===== config.mk =====
export PLATFORM = sky130hd
export DESIGN_NAME = change_report_event_scheduler_unit
export DESIGN_NICKNAME = d
export VERILOG_FILES = /design/src/design/cres_pkg.sv /design/src/design/cres_in_stage.sv /design/src/design/cres_core.sv /design/src/design/change_report_event_scheduler_unit.sv
export SDC_FILE = /design/constraint.sdc
export NUM_CORES = 1
export LEC_CHECK = 0
export BUFFER_PORTS_ARGS = -buffer_cell sky130_fd_sc_hd__buf_2
export CAP_MARGIN = 20
export CORE_UTILIZATION = 45
export DETAILED_ROUTE_END_ITERATION = 12
export HOLD_SLACK_MARGIN = 0.08
export PLACE_DENSITY = 0.72
export RECOVER_POWER = 25
export SLEW_MARGIN = 15
export SYNTH_ARGS = -nofsm -noshare
export SYNTH_HDL_FRONTEND = slang
export SYNTH_SLANG_ARGS = --single-unit

===== constraint.sdc =====
create_clock -name clk -period 26.2 [get_ports clk]
set_input_delay 3.93 -clock clk [delete_from_list [all_inputs] [get_ports clk]]
set_output_delay 3.93 -clock clk [all_outputs]
set_load 0.02 [all_outputs]

===== src/design/cres_pkg.sv =====
// Types and constants of the change report event scheduler.
`default_nettype none

package cres_pkg;

  localparam int COUNTER_FIELD_BITS   = 32;
  localparam int COUNTER_BITS_DEFAULT = 32;
  localparam int CFG_INDEX_BITS       = 2;

  localparam logic [CFG_INDEX_BITS-1:0] REG_MIN_GAP       = 2'd0;
  localparam logic [CFG_INDEX_BITS-1:0] REG_BEACON_PERIOD = 2'd1;

  localparam logic [31:0] MIN_GAP_RESET       = 32'd100;
  localparam logic [31:0] BEACON_PERIOD_RESET = 32'd1000;

  localparam logic [2:0] KIND_BEACON   = 3'd0;
  localparam logic [2:0] KIND_RX       = 3'd1;
  localparam logic [2:0] KIND_PARSER   = 3'd2;
  localparam logic [2:0] KIND_TX       = 3'd3;
  localparam logic [2:0] KIND_QUEUE    = 3'd4;
  localparam int         KIND_COUNT    = 5;

  typedef struct packed {
    logic [31:0]        now_time_ms;
    logic [31:0]        rx_byte_total;
    logic [31:0]        rx_frame_total;
    logic [31:0]        parse_error_total;
    logic [31:0]        hello_total;
    logic [7:0]         parse_state_code;
    logic [7:0]         hello_outcome_code;
    logic [31:0]        write_asked_len;
    logic signed [31:0] write_outcome;
    logic [31:0]        frames_made_total;
    logic [31:0]        frames_dropped_total;
    logic [31:0]        frames_waiting;
  } in_item_t;

  typedef struct packed {
    logic       emitted;
    logic [2:0] event_kind;
  } out_item_t;

  typedef struct packed {
    logic [31:0] min_gap_ms;
    logic [31:0] beacon_period_ms;
  } cfg_regs_t;

endpackage

`default_nettype wire


===== src/design/cres_in_stage.sv =====
// Input register of the scheduler.
`default_nettype none

module cres_in_stage (
  input  logic              clk,
  input  logic              rst,
  input  logic              in_valid,
  output logic              in_stall,
  input  cres_pkg::in_item_t in_data,
  input  logic              advance,
  output logic              item_valid,
  output cres_pkg::in_item_t item
);
  import cres_pkg::*;

  assign in_stall = item_valid && !advance;

  always_ff @(posedge clk) begin
    if (rst) begin
      item_valid <= 1'b0;
    end else if (!in_stall) begin
      item_valid <= in_valid;
    end
  end

  always_ff @(posedge clk) begin
    if (!in_stall && in_valid) begin
      item <= in_data;
    end
  end

endmodule

`default_nettype wire


===== src/design/cres_core.sv =====
// Event decision logic and reported-state registers.
`default_nettype none

module cres_core #(
  parameter int COUNTER_BITS = cres_pkg::COUNTER_BITS_DEFAULT
) (
  input  logic                clk,
  input  logic                rst,
  input  cres_pkg::cfg_regs_t  cfg,
  input  logic                fire,
  input  cres_pkg::in_item_t   item,
  output cres_pkg::out_item_t  result
);
  import cres_pkg::*;

  localparam int CMP_BITS =
    (COUNTER_BITS < COUNTER_FIELD_BITS) ? COUNTER_BITS : COUNTER_FIELD_BITS;

  logic [31:0]           last_event_time;
  logic [31:0]           last_beacon_time;
  logic [KIND_COUNT-1:0] reported_mask;
  logic                  any_event_sent;
  logic                  first_beacon_due;

  logic [CMP_BITS-1:0] seen_rx0, seen_rx1;
  logic [CMP_BITS-1:0] seen_pc0, seen_pc1;
  logic [7:0]          seen_code0, seen_code1;
  logic [31:0]         seen_wr0, seen_wr1;
  logic [CMP_BITS-1:0] seen_q0, seen_q1, seen_q2;

  logic [31:0] event_age;
  logic [31:0] beacon_age;
  logic        gap_ok;
  logic        beacon_ok;
  logic        rx_chg;
  logic        ps_chg;
  logic        wr_chg;
  logic        q_chg;
  logic        emit;
  logic [2:0]  kind;
  logic        commit;

  assign event_age  = item.now_time_ms - last_event_time;
  assign beacon_age = item.now_time_ms - last_beacon_time;
  assign gap_ok     = !any_event_sent || (event_age >= cfg.min_gap_ms);
  assign beacon_ok  = beacon_age >= cfg.beacon_period_ms;

  assign rx_chg = !reported_mask[KIND_RX] ||
                  (item.rx_byte_total[CMP_BITS-1:0] != seen_rx0) ||
                  (item.rx_frame_total[CMP_BITS-1:0] != seen_rx1);
  assign ps_chg = !reported_mask[KIND_PARSER] ||
                  (item.parse_error_total[CMP_BITS-1:0] != seen_pc0) ||
                  (item.hello_total[CMP_BITS-1:0] != seen_pc1) ||
                  (item.parse_state_code != seen_code0) ||
                  (item.hello_outcome_code != seen_code1);
  assign wr_chg = !reported_mask[KIND_TX] ||
                  (item.write_asked_len != seen_wr0) ||
                  (item.write_outcome != seen_wr1);
  assign q_chg  = !reported_mask[KIND_QUEUE] ||
                  (item.frames_made_total[CMP_BITS-1:0] != seen_q0) ||
                  (item.frames_dropped_total[CMP_BITS-1:0] != seen_q1) ||
                  (item.frames_waiting[CMP_BITS-1:0] != seen_q2);

  always_comb begin
    emit = 1'b0;
    kind = KIND_BEACON;
    if (gap_ok) begin
      if (first_beacon_due) begin
        emit = 1'b1;
      end else if (rx_chg) begin
        emit = 1'b1;
        kind = KIND_RX;
      end else if (ps_chg) begin
        emit = 1'b1;
        kind = KIND_PARSER;
      end else if (wr_chg) begin
        emit = 1'b1;
        kind = KIND_TX;
      end else if (q_chg) begin
        emit = 1'b1;
        kind = KIND_QUEUE;
      end else if (beacon_ok) begin
        emit = 1'b1;
      end
    end
  end

  assign result.emitted    = emit;
  assign result.event_kind = kind;
  assign commit            = fire && emit;

  always_ff @(posedge clk) begin
    if (rst) begin
      last_event_time  <= '0;
      last_beacon_time <= '0;
      reported_mask    <= '0;
      any_event_sent   <= 1'b0;
      first_beacon_due <= 1'b1;
    end else if (commit) begin
      reported_mask    <= reported_mask | (KIND_COUNT'(1) << kind);
      last_event_time  <= item.now_time_ms;
      any_event_sent   <= 1'b1;
      first_beacon_due <= 1'b0;
      if (kind == KIND_BEACON) begin
        last_beacon_time <= item.now_time_ms;
      end
    end
  end

  always_ff @(posedge clk) begin
    if (commit && kind == KIND_RX) begin
      seen_rx0 <= item.rx_byte_total[CMP_BITS-1:0];
      seen_rx1 <= item.rx_frame_total[CMP_BITS-1:0];
    end
    if (commit && kind == KIND_PARSER) begin
      seen_pc0   <= item.parse_error_total[CMP_BITS-1:0];
      seen_pc1   <= item.hello_total[CMP_BITS-1:0];
      seen_code0 <= item.parse_state_code;
      seen_code1 <= item.hello_outcome_code;
    end
    if (commit && kind == KIND_TX) begin
      seen_wr0 <= item.write_asked_len;
      seen_wr1 <= item.write_outcome;
    end
    if (commit && kind == KIND_QUEUE) begin
      seen_q0 <= item.frames_made_total[CMP_BITS-1:0];
      seen_q1 <= item.frames_dropped_total[CMP_BITS-1:0];
      seen_q2 <= item.frames_waiting[CMP_BITS-1:0];
    end
  end

endmodule

`default_nettype wire


===== src/design/change_report_event_scheduler_unit.sv =====
// Change report event scheduler: top level with config registers and result register.
//
// One snapshot beat on the input channel (in_valid/in_stall/in_data) gives one
// result beat on the output channel (out_valid/out_stall/out_data): emitted
// tells whether a diagnostic event goes out now, event_kind which one.
// A snapshot passes through the input register, which takes it at the accept edge,
// and then the result register, which takes its decision once the output does not stall.
// Throughput is one snapshot per cycle while the output does not stall; the 32-bit
// wrap-around age compares and field compares on the reported copies sit in between.
// The config channel (cfg_valid/cfg_ready/cfg_index/cfg_data) is always
// ready; index 0 sets min_gap_ms, index 1 sets beacon_period_ms, other
// indexes are ignored. Write it only while no snapshot is in flight.
// A stall on the output holds the result register; the input register then
// fills and in_stall rises, so nothing is lost or repeated.
// Synchronous reset clears both valids, restores the register defaults
// (100 ms gap, 1000 ms beacon period) and arms the first beacon.
`default_nettype none

module change_report_event_scheduler_unit #(
  parameter int COUNTER_BITS = cres_pkg::COUNTER_BITS_DEFAULT
) (
  input  logic                                  clk,
  input  logic                                  rst,
  input  logic                                  in_valid,
  output logic                                  in_stall,
  input  cres_pkg::in_item_t                     in_data,
  output logic                                  out_valid,
  input  logic                                  out_stall,
  output cres_pkg::out_item_t                    out_data,
  input  logic                                  cfg_valid,
  output logic                                  cfg_ready,
  input  logic [cres_pkg::CFG_INDEX_BITS-1:0]    cfg_index,
  input  logic [31:0]                           cfg_data
);
  import cres_pkg::*;

  cfg_regs_t cfg;
  logic      advance;
  logic      item_valid;
  in_item_t  item;
  out_item_t result;

  assign cfg_ready = 1'b1;
  assign advance   = !out_valid || !out_stall;

  always_ff @(posedge clk) begin
    if (rst) begin
      cfg.min_gap_ms       <= MIN_GAP_RESET;
      cfg.beacon_period_ms <= BEACON_PERIOD_RESET;
    end else if (cfg_valid && cfg_ready) begin
      unique case (cfg_index)
        REG_MIN_GAP:       cfg.min_gap_ms       <= cfg_data;
        REG_BEACON_PERIOD: cfg.beacon_period_ms <= cfg_data;
        default:           ;
      endcase
    end
  end

  cres_in_stage u_in_stage (
    .clk        (clk),
    .rst        (rst),
    .in_valid   (in_valid),
    .in_stall   (in_stall),
    .in_data    (in_data),
    .advance    (advance),
    .item_valid (item_valid),
    .item       (item)
  );

  cres_core #(
    .COUNTER_BITS (COUNTER_BITS)
  ) u_core (
    .clk    (clk),
    .rst    (rst),
    .cfg    (cfg),
    .fire   (item_valid && advance),
    .item   (item),
    .result (result)
  );

  always_ff @(posedge clk) begin
    if (rst) begin
      out_valid <= 1'b0;
    end else if (advance) begin
      out_valid <= item_valid;
    end
  end

  always_ff @(posedge clk) begin
    if (advance && item_valid) begin
      out_data <= result;
    end
  end

endmodule

`default_nettype wire


## Yosys cells after proc, flatten, opt, wreduce, memory -nomap -nowiden

Cells that the tools add are included.

- Register bits after elaboration: 781

- Add/subtract/negate cells: 2
- $lt $le $gt $ge: 2
- Equal/unequal tests: 16
- Shift operators: 1
- Multiplexer cells: 13
- Bitwise operators: 1
- Reduce and logical (&&, ||, !) cells: 35

Operators with widths:

| cell | number |
|---|---|
| $ne A32 B32 Y1 | 9 |
| $ge A32 B32 Y1 | 2 |
| $sub A32 B32 Y32 | 2 |
| $mux W3 | 6 |
| $ne A8 B8 Y1 | 2 |
| $logic_or A1 B1 Y1 | 13 |
| $logic_not A1 Y1 | 9 |
| $logic_and A1 B1 Y1 | 8 |
| $mux W1 | 7 |
| $eq A3 B2 Y1 const B | 2 |
| $reduce_and A2 Y1 | 3 |
| $or A5 B5 Y5 | 1 |
| $shl A1 B3 Y5 const A | 1 |
| $eq A3 B1 Y1 const B | 1 |
| $eq A3 B3 Y1 const B | 1 |
| $logic_not A3 Y1 | 1 |
| $eq A2 B1 Y1 const B | 1 |
| $logic_not A2 Y1 | 1 |

## Longest topological paths before layout

Gate-level depths: netlist of run 1.

- Depth after elaboration: 12
- Mapped depth: 27
- Mapped depth without buffers: 24

## Hierarchy

Synthesis of run 1 repeated with hierarchy kept, for this count alone.

- Cells, all modules: 2,356
- Area total of the unflattened synthesis: 33,308.2 µm²

By module, submodules not included:

| module | times used | cells an instance | area each (µm²) | sequential area each (µm²) |
|---|---|---|---|---|
| cres_core | 1 | 1,753 | 20,323.2 | 10,530.1 |
| cres_in_stage | 1 | 340 | 10,139.7 | 10,109.7 |
| change_report_event_scheduler_unit | 1 | 263 | 2,845.2 | 1,421.4 |

## Worst setup path after synthesis of run 1

Ideal clock, no wire load.

- Kind: input to register
- Start point: in out_stall
- End point: reg u_in_stage.item[0] (netlist name)
- Library setup time: 1.073 ns
- Data arrival time: 18.849 ns
- Slack: 6.278 ns
- Stages: 2
- Buffers on the path: 0
- Cell sequence: and3_1 nor2b_1

- Word-level cells in the longest chain between the ends: 6

Ends and longest elaborated chain:

| what | line | text |
|---|---|---|
| from (decl) | change_report_event_scheduler_unit.sv:28 | `input logic out_stall,` |
| $logic_not A1 Y1 | change_report_event_scheduler_unit.sv:44 | `assign advance = !out_valid \|\| !out_stall;` |
| $logic_or A1 B1 Y1 | change_report_event_scheduler_unit.sv:44 |  |
| $logic_not A1 Y1 | cres_in_stage.sv:16 | `assign in_stall = item_valid && !advance;` |
| $logic_and A1 B1 Y1 | cres_in_stage.sv:16 |  |
| $logic_not A1 Y1 | - |  |
| $logic_and A1 B1 Y1 | cres_in_stage.sv:27 | `if (!in_stall && in_valid) begin` |

No other way between the ends.
A chain may end at the register's enable or synchronous reset.

## Worst setup path in the final report of run 1

- Start point: in out_stall
- End point: out in_stall

- Word-level cells in the longest chain between the ends: 4

Ends and longest elaborated chain:

| what | line | text |
|---|---|---|
| $logic_not A1 Y1 | change_report_event_scheduler_unit.sv:44 |  |
| $logic_or A1 B1 Y1 | change_report_event_scheduler_unit.sv:44 |  |
| $logic_not A1 Y1 | cres_in_stage.sv:16 |  |
| $logic_and A1 B1 Y1 | cres_in_stage.sv:16 |  |
| to (decl) | change_report_event_scheduler_unit.sv:25 | `output logic in_stall,` |

No other way between the ends.

==> results of run 1 <==
cell families after synthesis:
kind of cell    Yosys count
xor+xnor                306
flops                   780
mux                      63
compound gates          347
fa+ha+maj               128
other cells               1
simple gates            498
buf+inv                 228
metrics by stage:
stage	setup WS, ns	std cells	cell area [sq um]
finish	17.81	3814	38600
CTS	17.81	3811	38600
floorplan	6.28	2351	32700
detailed placement	17.81	3655	35700
global route	17.77	3813	38600
global placement	17.81	3655	35700
per-layer routing:
metal	vias to the layer above	global-route usage
met3	132	0.0344
met5	-	0
met1	9420	0.237
met2	561	0.316
li1	9421	-
met4	20	0.0615
synth_stat cells, drive strengths merged, types with 5 or more instances:
cell type,number
edfxtp,644
inv,186
xnor2,183
nand2,146
a21oi,136
dfxtp,136
ha,126
xor2,123
nand2b,87
nor2,81
mux2i,63
nand4,50
nor4,44
a21o,43
o21ai,42
clkbuf,31
nor2b,24
nand3,19
a211o,14
o22ai,13
o21a,11
o21bai,11
buf,10
a211oi,9
and3,9
nor3,9
a2111oi,7
a31oi,7
and4,6
or4,6
o2bb2ai,5
final timing paths:
check	slack, ns	to	start	depth (start not counted)
max reg2reg	18.27	u_core.seen_q0[29]$_DFFE_PP_	u_in_stage.item[304]$_DFFE_PP_	23
min reg2reg	0.45	u_core.seen_q0[21]$_DFFE_PP_	u_in_stage.item[85]$_DFFE_PP_	0
min	0.45	u_core.seen_q0[21]$_DFFE_PP_	u_in_stage.item[85]$_DFFE_PP_	0
max	17.81	in_stall	out_stall	3
registers in the layout, summed over array words and instances (netlist names):
register and cells:
u_in_stage.item 336, cfg 64, u_core.last_beacon_time 32, u_core.last_event_time 32, u_core.seen_pc0 32, u_core.seen_pc1 32
u_core.seen_q0 32, u_core.seen_q1 32, u_core.seen_q2 32, u_core.seen_rx0 32, u_core.seen_rx1 32, u_core.seen_wr0 32
u_core.seen_wr1 32, u_core.seen_code0 8, u_core.seen_code1 8, out_data 4, u_core.reported_mask 4, out_valid 1
u_core.any_event_sent 1, u_core.first_beacon_due 1, u_in_stage.item_valid 1
power groups by stage:
| stage | Sequential [mW] | Clock (mW) | Combinational (mW) |
|---|---|---|---|
| CTS | 1.42 | 1.23 | 0.252 |
| global placement | 1.44 | 0 | 0.241 |
| global route | 1.43 | 1.27 | 0.282 |
| detailed placement | 1.45 | 0 | 0.250 |
| finish | 1.42 | 1.20 | 0.252 |
| floorplan | 1.45 | 0 | 0.171 |
layout make-up:
class / instances / area (sq um) / share of cell area
Sequential cell: 780 / 22100 / 0.572
Clock inverter: 57 / 624 / 0.0162
Tap cell: 950 / 1190 / 0.0308
Inverter: 187 / 702 / 0.0182
Multi-Input combinational cell: 1343 / 9760 / 0.253
Timing Repair Buffer: 395 / 2020 / 0.0523
Antenna cell: 3 / 7.51 / 0.000195
Clock buffer: 99 / 2210 / 0.0574
==> results.json, run 1 <==
{
  "chipHeight_microns": 272,
  "slew_headroom": 0.263,
  "cts.sinks": 780,
  "final_common_cell": "edfxtp_1",
  "cpMostUsedCell": "buf_2",
  "powerDensity_nw_per_um2": 74.4,
  "portBuffers": 380,
  "post_cts_resized": 0,
  "critPathCaptureType": "output port",
  "netlist_instances": 2351,
  "clockBufferDepth": 3,
  "yosysTopAreaCell": "edfxtp_1",
  "drt_iter0_markers": 1158,
  "cp_max_fo": 3,
  "crit_required_ns": 22.27,
  "final_cell_mix": "edfxtp_1 (644), buf_2 (379), inv_1 (185)",
  "p_sw_frac": 0.228,
  "skew_ns": 0.0243,
  "vdd_drop_max_uv": 62.1,
  "ioPinCount": 382,
  "antenna_found_initial": 15,
  "post-dp-hpwl_microns": 50400,
  "die_w_microns": 272,
  "grt-ovfl-total": 0,
  "first_pass_iters": 7,
  "nNetsFinal": 3295,
  "synth_fa_ha_area_frac": 0.0494,
  "worst_slew_pin_slew_ns": 1.11,
  "synth_area_per_cell_sq_um": 13.9,
  "path_class": "input port to output port",
  "post_drt_wl_per_cell_microns": 18.1,
  "grt_util_all_layers": 0.185,
  "finalCritPeriodShare": 0.320,
  "grt_pass1_vias": 19900,
  "synthesis.area_sq_um": 32700,
  "ys_seq_area_frac": 0.675,
  "report.final.slew_viol_count": 0,
  "synth_xor_xnor_area_share": 0.0820,
  "crit_arrival_ns": 4.46,
  "clkPwrFrac": 0.417,
  "cts_hold_buf": 0,
  "p_switching_mw": 0.655,
  "utilization": 0.538,
  "wl_met3_microns": 4040,
  "leakagePower_nw": 14.1,
  "final_hold_viol_count": 0,
  "drive_above_1_share": 0.191,
  "rsz0062_at_grt": "false",
  "cpPeakStageDelay_ns": 0.24,
  "place_congestion": 0.873,
  "p_total_mw": 2.87,
  "synth-compound-area-share": 0.0683,
  "p_comb_frac": 0.088,
  "async_reset_ff_frac": 0,
  "synth_top_family_by_area": "XOR/XNOR gates",
  "grt_max_degree": 87,
  "clock_latency_ns": 0.63,
  "grt_pass1_wl_microns": 107000,
  "whs_ns": 0.446,
  "crit_chain": "buf_2, and3_1, buf_2",
  "yosys.area_share.simple": 0.0786,
  "syn_nets": 2854,
  "synth_mux_area_frac": 0.0193,
  "crit_slowest_cell": "and3_1",
  "wirelength_microns": 69100,
  "start_util": 0.456,
  "top_layer_used": "met5",
  "dr_wl_met2_microns": 34000,
  "clock.fmax_mhz": 119,
  "wl_met1_microns": 29200,
  "yosysWarningCount": 0,
  "fillers": 5866,
  "post-cts-setup-buffers": 0,
  "area_delta_synth_final_pct": 18.0,
  "synthTopCellsByArea": "edfxtp_1 (59%), dfxtp_1 (8.3%), xnor2_1 (4.9%)",
  "yosysUniqueCellTypes": 68,
  "rows": 98,
  "num_vias": 19600,
  "p_int_mw": 2.21,
  "htreeDepth": 3,
  "ys_ff_latch": 780,
  "path_clk_slew_ns": 0.06,
  "cts_tree": "done",
  "cp_top_family": "buffers and inverters",
  "finalSetupViolations": 0,
  "core_area_sq_um": 71700,
  "min_period_ns": 8.39,
  "netlist.area_leader.share": 0.591,
  "status": "finished, final reports clean",
  "synth-edff-count": 644,
  "die_area_sq_um": 73700,
  "sequentialPowerShare": 0.495,
  "hold_class": "register to register",
  "critPathBufInv": 2,
  "cts_inserted_buffers": 85,
  "postRouteAntennaNets": 0,
  "drc_errors": 0,
  "fin_setup_tns_ns": 0,
  "vias_per_cell": 5.13,
  "cts_root_buf": "clkbuf_16",
  "cap_viol_max_count": 0,
  "synth_flop_cell": "edfxtp_1",
  "cp-start-kind": "input port"
}
(Power assumes the default switching activity.)
==> run 2: changes to the inputs <==
==> constraint.sdc (replaced) <==
create_clock -name clk -period 7.8 [get_ports clk]
set_input_delay 1.17 -clock clk [delete_from_list [all_inputs] [get_ports clk]]
set_output_delay 1.17 -clock clk [all_outputs]
set_load 0.02 [all_outputs]
==> results.json, run 2 (synthesis results as in run 1) <==
{
  "status": "finished, final reports clean",
  "vias_per_cell": 5.12,
  "first_pass_iters": 5,
  "clock.fmax_mhz": 145,
  "fin_cells": 3814,
  "ioPinCount": 382,
  "final_cell_mix": "edfxtp_1 (644), buf_2 (379), inv_1 (185)",
  "hold_class": "register to register",
  "dr_wl_met2_microns": 33800,
  "critPathCapture": "u_core.seen_wr1[4]$_DFFE_PP_",
  "worst_slew_pin_slew_ns": 1.12,
  "reg2reg_slack_ns": 0.89,
  "post-dp-hpwl_microns": 51000,
  "slew_headroom": 0.251,
  "grt_max_degree": 192,
  "rows": 98,
  "path_clk_slew_ns": 0.06,
  "rsz0062_at_grt": "false",
  "startpoint": "u_in_stage.item[304]$_DFFE_PP_",
  "nNetsFinal": 3290,
  "post-place-cells": 3653,
  "largest_register_ff_count": 336,
  "post_drt_wl_per_cell_microns": 18.5,
  "leakagePower_nw": 14.1,
  "start_util": 0.456,
  "critPathBufInv": 3,
  "final_common_cell": "edfxtp_1",
  "powerDensity_nw_per_um2": 249,
  "r2r_cells": 23,
  "cp_top_family": "compound AO/OA/AOI/OAI gates",
  "htreeDepth": 3,
  "cts_hold_buf": 0,
  "top_regs": "u_in_stage.item x336, cfg x64",
  "grt_pass1_wl_microns": 108000,
  "crit_required_ns": 8.11,
  "drc_errors": 0,
  "cp_max_fo": 24,
  "cts_inserted_buffers": 82,
  "cts.sinks": 780,
  "place_congestion": 0.900,
  "cap_viol_max_count": 0,
  "finalSetupViolations": 0,
  "cts_root_buf": "clkbuf_16",
  "core_area_sq_um": 71700,
  "skew_ns": 0.0380,
  "wl_met3_microns": 4290,
  "cp-start-kind": "register",
  "die_area_sq_um": 73700,
  "clockBufferDepth": 3,
  "portBuffers": 380,
  "largest_register": "u_in_stage.item",
  "postRouteAntennaNets": 0,
  "worstReg2RegStart": "u_in_stage.item[304]$_DFFE_PP_",
  "wl_met1_microns": 30400,
  "num_vias": 19500,
  "critPathCaptureType": "register",
  "grt-ovfl-total": 0,
  "die_w_microns": 272,
  "final_hold_viol_count": 0,
  "cts_tree": "done",
  "drive_above_1_share": 0.186,
  "post_cts_resized": 0,
  "report.final.slew_viol_count": 0,
  "antenna_found_initial": 17,
  "grt_pass1_vias": 19800,
  "top_layer_used": "met5",
  "min_period_ns": 6.91,
  "wirelength_microns": 70600,
  "vdd_drop_max_uv": 219,
  "min_path_cells": 0,
  "crit_arrival_ns": 7.22,
  "cpPeakStageDelay_ns": 0.60,
  "path_class": "register to register",
  "drt_iter0_markers": 1352,
  "chipHeight_microns": 272,
  "finalCritPeriodShare": 0.886,
  "critical_path_depth": 23,
  "area_delta_synth_final_pct": 18.2,
  "grt_util_all_layers": 0.189,
  "crit_chain": "inv_1, ha_1, inv_1, fa_1, a211oi_1, or4b_2, a311o_1, a31oi_1, o311ai_0, a31oi_1, a2111oi_0, o21bai_1, a21oi_1, xnor2_1, ha_1, nand2_1, or3_1, nor4_1, a21oi_1, nand2_1, and3_2, and3_2, buf_4",
  "clock_latency_ns": 0.64,
  "utilization": 0.539,
  "post-cts-setup-buffers": 0,
  "crit_slowest_cell": "and3_2",
  "r2r-end": "u_core.seen_wr1[4]$_DFFE_PP_"
}
run 2: cell types whose count changed in the layout (fill, tap and decap cells not counted), moves of 4 or more:
cell | before | now
buf_12 | 0 | 6
clkinv_1 | 16 | 20
clkinv_2 | 14 | 4
clkinv_4 | 6 | 1
buf_4 | 16 | 8
clkbuf_1 | 10 | 16
diode_2 | 3 | 10
run 2: report_power, final:
group	internal [mW]	switching, mW
clock network	2.36	1.65
logic	0.385	0.475
registers	4.68	0.101
total	7.42	2.22
run 2: cell type report:
cell class / count / area, sq um
Tap cell: 950 / 1190
Inverter: 187 / 702
Multi-Input combinational cell: 1343 / 9780
Antenna cell: 10 / 25.0
Clock buffer: 102 / 2190
Fill cell: 5813 / 33100
Sequential cell: 780 / 22100
Clock inverter: 49 / 622
Timing Repair Buffer: 393 / 2080
run 2: how the worst min path moves through the flow:
stage                                   start                              to  slack, ns
6_report       u_in_stage.item[225]$_DFFE_PP_   u_core.seen_pc0[17]$_DFFE_PP_       0.45
5_1_grt         u_in_stage.item[65]$_DFFE_PP_     u_core.seen_q0[1]$_DFFE_PP_       0.47
4_1_cts        u_in_stage.item[225]$_DFFE_PP_   u_core.seen_pc0[17]$_DFFE_PP_       0.45
3_3_place_gp    u_in_stage.item[27]$_DFFE_PP_    u_core.seen_q2[27]$_DFFE_PP_       0.44
3_5_place_dp   u_in_stage.item[225]$_DFFE_PP_   u_core.seen_pc0[17]$_DFFE_PP_       0.44
2_1_floorplan  u_in_stage.item[169]$_DFFE_PP_  u_core.seen_code0[1]$_DFFE_PP_       0.43
run 2: stage by stage:
stage                     power [mW]  setup WS (ns)  setup TNS [ns]  hold WS [ns]  cell area, sq um
after floorplan                 5.42          -1.67         -135.04         0.426             32700
after global placement          5.68           1.10               0         0.436             35800
after detailed placement        5.72          0.936               0         0.439             35800
after CTS                       9.73          0.860               0         0.453             38600
after global routing            10.0          0.383               0         0.467             38600
final                           9.64          0.889               0         0.449             38600
run 2: routing by layer:
layer / vias to the layer above / track usage
met4: 12 / 0.0689
met5: - / 0
met3: 137 / 0.0395
met2: 598 / 0.312
li1: 9409 / -
met1: 9373 / 0.246
==> run 3: changes to the inputs <==
--- a/config.mk
+++ b/config.mk
@@ -5,12 +5,12 @@
 export SDC_FILE = /design/constraint.sdc
 export NUM_CORES = 1
 export LEC_CHECK = 0
-export BUFFER_PORTS_ARGS = -buffer_cell sky130_fd_sc_hd__buf_2
 export CAP_MARGIN = 20
 export CORE_UTILIZATION = 45
 export DETAILED_ROUTE_END_ITERATION = 12
+export DONT_BUFFER_PORTS = 1
 export HOLD_SLACK_MARGIN = 0.08
-export PLACE_DENSITY = 0.72
+export PLACE_DENSITY = 0.68
 export RECOVER_POWER = 25
 export SLEW_MARGIN = 15
 export SYNTH_ARGS = -nofsm -noshare
==> results.json, run 3 (synthesis results as in run 1) <==
{
  "p_switching_mw": 2.15,
  "clkPwrFrac": 0.420,
  "grt_util_all_layers": 0.182,
  "status": "finished, final reports clean",
  "cts.sinks": 780,
  "cts_tree": "done",
  "hold_class": "register to register",
  "nNetsFinal": 2912,
  "num_vias": 18000,
  "multiInputGateArea_sq_um": 9780,
  "final_cell_mix": "edfxtp_1 (644), inv_1 (185), xnor2_1 (183)",
  "clockBufferDepth": 3,
  "drt_iter0_markers": 1067,
  "antenna_found_initial": 42,
  "cts_inserted_buffers": 82,
  "cp_max_fo": 55,
  "report.final.slew_viol_count": 0,
  "cpPeakStageDelay_ns": 0.53,
  "post_cts_resized": 0,
  "grt_pass1_wl_microns": 103000,
  "die_w_microns": 272,
  "htreeDepth": 3,
  "powerDensity_nw_per_um2": 258,
  "path_class": "register to register",
  "cts_hold_buf": 0,
  "area_delta_synth_final_pct": 12.5,
  "crit_arrival_ns": 7.03,
  "startpoint": "u_in_stage.item[304]$_DFFE_PP_",
  "hold_start": "u_in_stage.item[169]$_DFFE_PP_",
  "crit_required_ns": 8.09,
  "wirelength_microns": 67700,
  "crit_chain": "inv_1, ha_1, inv_1, fa_1, a211oi_1, or4b_2, a311o_1, a31oi_1, o311ai_0, a31oi_1, a2111oi_0, o21bai_1, a21oi_1, xnor2_1, ha_1, nand2_1, or3_1, nor4_1, a21oi_1, a211oi_1, and4_1, and2_4, buf_12",
  "seqCellArea_sq_um": 22100,
  "drive_above_1_share": 0.0638,
  "fillers": 5902,
  "start_util": 0.456,
  "place_congestion": 0.857,
  "p_int_mw": 7.33,
  "postRouteAntennaNets": 0,
  "ioPinCount": 382,
  "grt-ovfl-total": 0,
  "vdd_drop_max_uv": 217,
  "largest_register_ff_count": 336,
  "cp-start-kind": "register",
  "grt_pass1_vias": 18100,
  "crit_slowest_cell": "o311ai_0",
  "clock.fmax_mhz": 148,
  "min_period_ns": 6.74,
  "setup_slack_ns": 1.06,
  "portBuffers": 0,
  "worst_slew_pin_slew_ns": 1.19,
  "path_clk_slew_ns": 0.06,
  "first_pass_iters": 5,
  "vias_per_cell": 5.21,
  "sequentialPowerShare": 0.504,
  "largest_register": "u_in_stage.item",
  "p_total_mw": 9.48,
  "fin_cells": 3447,
  "post-dp-hpwl_microns": 48900,
  "final_common_cell": "edfxtp_1",
  "post-place-cells": 3275,
  "finalCritPeriodShare": 0.863,
  "clock_latency_ns": 0.65,
  "core_area_sq_um": 71700,
  "post-cts-setup-buffers": 0,
  "rows": 98,
  "final_hold_viol_count": 0,
  "p_sw_frac": 0.226,
  "grt_max_degree": 199,
  "critPathCaptureType": "register",
  "die_area_sq_um": 73700,
  "slew_headroom": 0.209,
  "cap_viol_max_count": 0,
  "leakagePower_nw": 12.6,
  "p_comb_frac": 0.076,
  "chipHeight_microns": 272,
  "rsz0062_at_grt": "false",
  "worstReg2RegStart": "u_in_stage.item[304]$_DFFE_PP_",
  "drc_errors": 0,
  "skew_ns": 0.0468,
  "dp_slack_ns": 1.07,
  "top_regs": "u_in_stage.item x336, cfg x64",
  "post_drt_wl_per_cell_microns": 19.7,
  "finalSetupViolations": 0,
  "cts_root_buf": "clkbuf_16"
}
-- run 3: cell types whose count changed in the layout (fill, tap and decap cells not counted), sizes merged --
cell / change
inv: -1
diode: +11
buf: -378
clkinvlp: -3
clkbuf: +4
-- run 3: power groups by stage --
stage	clock network (mW)	logic, mW	registers, mW
2_1_floorplan	0	0.575	4.84
5_1_grt	4.23	0.818	4.80
3_3_place_gp	0	0.699	4.86
3_5_place_dp	0	0.721	4.87
6_report	3.98	0.723	4.78
4_1_cts	4.08	0.727	4.78
-- run 3: area by class of cell --
| cell class | instances | share of cell area |
|---|---|---|
| Antenna cell | 21 | 0.00143 |
| Clock buffer | 106 | 0.0591 |
| Clock inverter | 45 | 0.0173 |
| Inverter | 187 | 0.0191 |
| Multi-Input combinational cell | 1343 | 0.266 |
| Sequential cell | 780 | 0.600 |
| Tap cell | 950 | 0.0323 |
| Timing Repair Buffer | 15 | 0.00510 |
-- run 3: final timing paths --
| check | end | slack, ns | cells after the start |
|---|---|---|---|
| setup / recovery | u_core.seen_q2[22]$_DFFE_PP_ | 1.06 | 23 |
| hold / removal | u_core.seen_code0[1]$_DFFE_PP_ | 0.45 | 0 |
| setup reg to reg | u_core.seen_q2[22]$_DFFE_PP_ | 1.06 | 23 |
| hold reg to reg | u_core.seen_code0[1]$_DFFE_PP_ | 0.45 | 0 |
-- run 3: metrics by stage --
step	setup TNS [ns]	utilization	cell area (sq um)	hold slack, ns
2_1_floorplan	-135.04	-	32700	0.426
3_3_place_gp	0	0.473	33900	0.437
3_5_place_dp	0	0.473	33900	0.437
4_1_cts	0	0.512	36700	0.446
5_1_grt	0	0.513	36800	0.458
6_report	0	0.513	36800	0.446
-- run 3: critical path, delay by kind of cell, from the launching register on --
family	cells	cell delay [ns]
XOR/XNOR	1	0.08
AO/OA/AOI/OAI	10	2.80
adder cells (fa/ha/maj)	3	0.89
flip-flops	1	0.40
buffers and inverters	3	0.49
AND/OR/NAND/NOR	6	1.69
-- run 3: layer usage --
metal / GRT usage / share of wire / vias up
li1: - / - / 8661
met1: 0.222 / 0.41 / 8650
met2: 0.302 / 0.49 / 468
met3: 0.0624 / 0.074 / 139
met4: 0.0580 / 0.021 / 42
met5: 0 / 0.0040 / -
